$ cat src/sv/lzwd_pkg.sv
`timescale 1ns / 1ps
// ----------------------------------------------------------------------------
// LZW decoder package
// Shared widths, status codes and the dictionary entry type.
// ----------------------------------------------------------------------------
package lzwd_pkg;

   // Field widths of the code stream, the results and the dictionary.
   localparam int CODE_W  = 16;
   localparam int IDX_W   = 9;
   localparam int NF_W    = 10;
   localparam int DATA_W  = 64;
   localparam int CNT_W   = 4;
   localparam int ST_W    = 2;
   localparam int BYTE_W  = 8;

   // Reserved code that restarts the dictionary.
   localparam logic [CODE_W-1:0] RESET_CODE = 16'hFFFE;
   // First code that lives in the dictionary memory.
   localparam logic [NF_W-1:0] FIRST_DYN_CODE = 10'd256;
   // Reset value of the code limit register.
   localparam logic [NF_W-1:0] LIMIT_RESET = 10'd512;

   // Result status codes.
   localparam logic [ST_W-1:0] ST_OK      = 2'd0;
   localparam logic [ST_W-1:0] ST_RESET   = 2'd1;
   localparam logic [ST_W-1:0] ST_INVALID = 2'd2;

   // One dictionary entry.
   typedef struct packed {
      logic [IDX_W-1:0]  prefix;
      logic [BYTE_W-1:0] suffix;
      logic [BYTE_W-1:0] first;
      logic [IDX_W-1:0]  length;
   } dict_entry_type;

endpackage

$ cat src/sv/lzwd_stack.sv
`timescale 1ns / 1ps
// ----------------------------------------------------------------------------
// LZW byte stack
// Scratch memory that holds one unwound string, with a registered read.
// ----------------------------------------------------------------------------
module lzwd_stack #(
   parameter int DICT_ENTRIES = 512
) (
   input  logic                            clock,
   input  logic                            wr_en,
   input  logic [lzwd_pkg::IDX_W-1:0]      wr_addr,
   input  logic [lzwd_pkg::BYTE_W-1:0]     wr_data,
   input  logic [lzwd_pkg::IDX_W-1:0]      rd_addr,
   output logic [lzwd_pkg::BYTE_W-1:0]     rd_data
);

   logic [lzwd_pkg::BYTE_W-1:0] mem [DICT_ENTRIES];
   logic [lzwd_pkg::BYTE_W-1:0] q_ff;

   // Memory write and registered read.
   always_ff @(posedge clock) begin
      if (wr_en) begin
         mem[wr_addr] <= wr_data;
      end
      q_ff <= mem[rd_addr];
   end

   assign rd_data = q_ff;

endmodule

$ cat config.mk
export PLATFORM = sky130hd
export DESIGN_NAME = lzwd_stack
export DESIGN_NICKNAME = d
export VERILOG_FILES = /design/src/sv/lzwd_pkg.sv /design/src/sv/lzwd_stack.sv
export SDC_FILE = /design/constraint.sdc
export NUM_CORES = 2
export LEC_CHECK = 0
export CAP_MARGIN = 20
export CORE_UTILIZATION = 33
export CTS_CLUSTER_SIZE = 28
export DETAILED_ROUTE_END_ITERATION = 16
export DONT_BUFFER_PORTS = 1
export GPL_TIMING_DRIVEN = 0
export HOLD_SLACK_MARGIN = 0.12
export SETUP_SLACK_MARGIN = 0.02
export SLEW_MARGIN = 40
export SYNTH_ARGS = -nofsm -noshare
export SYNTH_HDL_FRONTEND = slang
export SYNTH_SLANG_ARGS = --single-unit
export TNS_END_PERCENT = 100
$ cat constraint.sdc
create_clock -name clock -period 4.2 [get_ports clock]
set_clock_uncertainty 0.15 [all_clocks]
set_input_delay 0.21 -clock clock [delete_from_list [all_inputs] [get_ports clock]]
set_output_delay 0.21 -clock clock [all_outputs]
set_load 0.02 [all_outputs]
==> impl_summary.txt <==
----------------------------------------------------
[STA]
  Transition time of the tightest slew-check pin ... 0.9937 ns
  Setup violators final ... 3
  FMAX ... 0.2326 GHz
  Hold Slack ... 0.1107 ns
  Max Transition Viols Final ... 0
  Final cycle utilization of the critical path ... 102.4%
  Setup repair after global routing missed its margin ... no
  Endpoints failing hold ... 0
  Final critical delay including setup and external delays ... 4.299 ns
  Relative slew margins ... 33.05%
  Post-route worst setup slack ... -0.09935 ns

[Floorplan]
  Die width ... 698.2 um
  Top-Level Pins ... 36
  Starting utilization of the core area ... 33.15%
  Die area ... 487400 um^2
  Die Ht ... 698.2 um
  Number of placement rows ... 255
  Placeable core region ... 482400 um^2

[Yosys]
  Number of enable-type register cells in the synthesized netlist ... 4096
  Synth Warn # ... 0
  Most used DFF post-synth ... sky130_fd_sc_hd__edfxtp_1
  Gate Count Post-Synth ... 8030
  Ys async rst share ... 0%
  Post-synthesis sequential area ratio ... 77.01%
  Number of unique standard cell types used by synthesis ... 51
  Synth Net Count ... 8058
  Total of flip-flops plus latches after synthesis ... 4104
  Post-synthesis average cell area ... 19.92 um^2
  Synth Cell Area ... 159900 um^2

[Clock network]
  Clock Tree Root ... sky130_fd_sc_hd__clkbuf_16
  Clk slew on worst S/H paths ... 0.06 ns
  Clock latency on the worst-skew pair ... 1.07 ns
  # H-tree levels ... 5
  CTS tree ... yes
  Total clock buffers created by CTS ... 417
  Count of clock tree sinks ... 4104
  Max Buffers Root-to-Sink ... 4

[Pwr]
  Power density of the placed cells ... 472.3 nW/um^2
  Leakage ... 0.05840 uW
  Total power ... 87920 uW
  Peak supply drop ... 348.3 uV

[Cells and area]
  Layout cells sized above 1 ... 22.97%
  Synthesis-to-layout area growth ... 16.40%
  Post-layout net count ... 8646
  Count of fill cells added during filler insertion ... 43203

[Drt]
  Routed wire length per instance ... 39.90 um
  Routed Antenna Nets ... 0
  Via total after detailed routing ... 92262
  Aggregate routed wire length ... 616600 um
  Number of detailed-routing iterations run before antenna repair ... 8
  Via count normalized by instance count ... 5.970
  DRC errors left ... 0
  First DRT Iteration DRCs ... 16882

[Critical path]
  Worst endpoint required time ... 4.89 ns
  Highest fanout seen on the critical path ... 10
  Cell-by-cell listing of the critical path ... clkbuf_1, and3b_1, clkbuf_2, nand2_2, clkbuf_2, a21oi_1, nor2_1, nand3_1, o21ai_1, o2111a_1
  Element type at the critical path end ... flop
  Signal arrival time at the worst endpoint ... 4.99 ns
  Most Frequent Cell on Critical Path ... sky130_fd_sc_hd__clkbuf_2
  Critical path start-end classification ... in2reg
  Master of the slowest instance on the critical path ... sky130_fd_sc_hd__clkbuf_2
  Delay of the slowest critical-path stage ... 0.65 ns
  Number of cells on the worst reg-to-reg path ... 7
  Crit start category ... input pin

[Place]
  Count of port buffers added during placement ... 0
  Final HPWL DP ... 431200 um
  Worst slack after detailed placement ... -0.9670 ns
  Global placement routability congestion ... 0.9902

[Global route]
  Overall fraction of global-route tracks in use ... 24.51%
  Number of global-route vias before repair ... 87392
  Initial antenna violation count ... 69
  Global-route wire length before repair ... 802500 um
  Largest net degree at the start of global routing ... 513
  Global-route congestion overflow total ... 0

[Flow run]
  Maximum Capacitance Violations ... 0

[Min path]
  Cell depth of the worst hold path ... 2
  Kind of path behind the tightest hold check ... in2reg

[Run status]
  Result of the run ... finished, violations left
  Violated checks ... setup timing

----------------------------------------------------
-- stage by stage --
step | area [um^2] | util (%) | instances | TNS (ns)
6_report | 186200 | 38.59 | 15454 | -0.2738
5_1_grt | 186000 | 38.56 | 15397 | 0
3_3_place_gp | 168000 | 34.82 | 14455 | -1024.69
3_5_place_dp | 171500 | 35.55 | 14572 | -6.019
2_1_floorplan | 159900 | - | 8030 | 0
4_1_cts | 185200 | 38.39 | 15363 | 0
-- layout by cell type (no fill, tap or decap), types with 36 or more instances in the layout --
master                         n
sky130_fd_sc_hd__o22ai_1     163
sky130_fd_sc_hd__a22oi_1      61
sky130_fd_sc_hd__clkinv_2     79
sky130_fd_sc_hd__buf_12       45
sky130_fd_sc_hd__clkinv_1     92
sky130_fd_sc_hd__clkbuf_2    130
sky130_fd_sc_hd__buf_16       80
sky130_fd_sc_hd__bufinv_16    37
sky130_fd_sc_hd__o221ai_1    368
sky130_fd_sc_hd__mux2i_1     797
sky130_fd_sc_hd__clkbuf_1    163
sky130_fd_sc_hd__nand2_1     110
sky130_fd_sc_hd__clkbuf_16   419
sky130_fd_sc_hd__nor3_1      105
sky130_fd_sc_hd__a21oi_1     194
sky130_fd_sc_hd__edfxtp_1   4096
sky130_fd_sc_hd__nor2_2      203
sky130_fd_sc_hd__nand3_1      36
sky130_fd_sc_hd__mux4_2      654
sky130_fd_sc_hd__o21ai_0      99
sky130_fd_sc_hd__buf_4        85
sky130_fd_sc_hd__buf_2        92
sky130_fd_sc_hd__buf_6        65
sky130_fd_sc_hd__clkbuf_4     58
sky130_fd_sc_hd__diode_2      65
sky130_fd_sc_hd__nor2_1      393
-- critical path, delay by kind of cell --
kind,cells,cell delay [ns]
buffers and inverters,3,1.69
AND/OR/NAND/NOR,4,1.59
AO/OA/AOI/OAI,3,1.43
-- cell type report --
type | count | area (um^2) | area share [%]
clock buffers | 504 | 10800 | 5.804
flip-flops and latches | 4104 | 123200 | 66.16
clock inverters | 261 | 2585 | 1.389
diodes | 65 | 162.7 | 0.08738
multi-input cells | 3410 | 34530 | 18.55
well taps | 6425 | 8039 | 4.318
repair buffers | 169 | 3472 | 1.865
inverters | 3 | 11.26 | 0.006049
plain buffers | 513 | 3392 | 1.822
-- cell usage after synthesis, drive strengths merged (2+ instances only) --
master      n  area (um^2)
a211oi     17        127.6
o211ai      2        15.01
a22oi      61        457.9
a21oi     194        970.9
nor2      597         2241
mux2i     797         7978
o311ai      6        52.55
a31oi       2        12.51
o21ai     119        595.6
nor2b       6        37.54
inv         3        11.26
nor3      109        545.5
nand2     111        416.7
a211o       2        17.52
and3b       4        35.03
or2         5        31.28
o2111a      8        90.09
a22o        5        43.79
or3         6        37.54
buf       248         1951
clkbuf    265        994.7
nand3      36        180.2
nor3b       8        60.06
edfxtp   4096       123000
o221ai    372         3264
nor4       36        225.2
o22a        3        26.28
nand2b      4        25.02
o41ai       7        61.31
nand4      32        200.2
a2111oi     3        26.28
and3        4        25.02
o22ai     163         1020
and2       20        125.1
mux4      654        14730
dfxtp       8        160.2
o31ai      13        97.59
-- routing by layer --
metal	wire length, um	share of wire, %	track usage (%)	up-vias
li1	-	-	-	34753
met1	214100	35	30.63	48464
met2	267800	43	36.27	7485
met3	85450	14	8.234	1528
met4	48600	7.9	16.20	32
met5	712	0.12	0	-
-- registers in the layout (all words and copies together), names as in the netlist --
name	cells
mem	4096
rd_data	8
-- where the power goes --
group          switching [uW]  leakage, uW  internal [uW]
registers                38.5       0.0369          45100
clock network           16300      0.00650          20700
logic                    4260       0.0150           1550
total                   20600       0.0584          67300
-- path summary, 6_finish.rpt --
| check | start | endpoint | slack, ns |
|---|---|---|---|
| worst max register to register | mem[34][0]$_DFFE_PP_ | rd_data[0]$_DFF_P_ | 0.14 |
| worst min register to register | mem[273][6]$_DFFE_PP_ | rd_data[6]$_DFF_P_ | 1.36 |
| worst min-delay path | wr_data[5] | mem[396][5]$_DFFE_PP_ | 0.11 |
| worst max-delay path | rd_addr[3] | rd_data[1]$_DFF_P_ | -0.1 |
-- cell families (layout without fill, tap and decap cells) --
family                 Yosys count  after routing  share of synthesized area (%)
flip-flops                    4104           4104                          77.01
multiplexers                  1451           1451                          14.20
AND/OR/NAND/NOR                980            980                          2.631
AO/OA/AOI/OAI                  979            979                          4.313
buffers and inverters          516           1450                          1.849
other                            0             65                              0
-- timing repair --
| item | CTS | global route |
|---|---|---|
| hold buffers | 26 | 10 |
| setup endpoints to repair | 0 | 2 |
| hold endpoints to repair | 4953 | 1265 |
| setup buffers | 0 | 0 |
| gates resized for setup | 0 | 1 |
No activity file was read; power rests on OpenSTA's default activity.
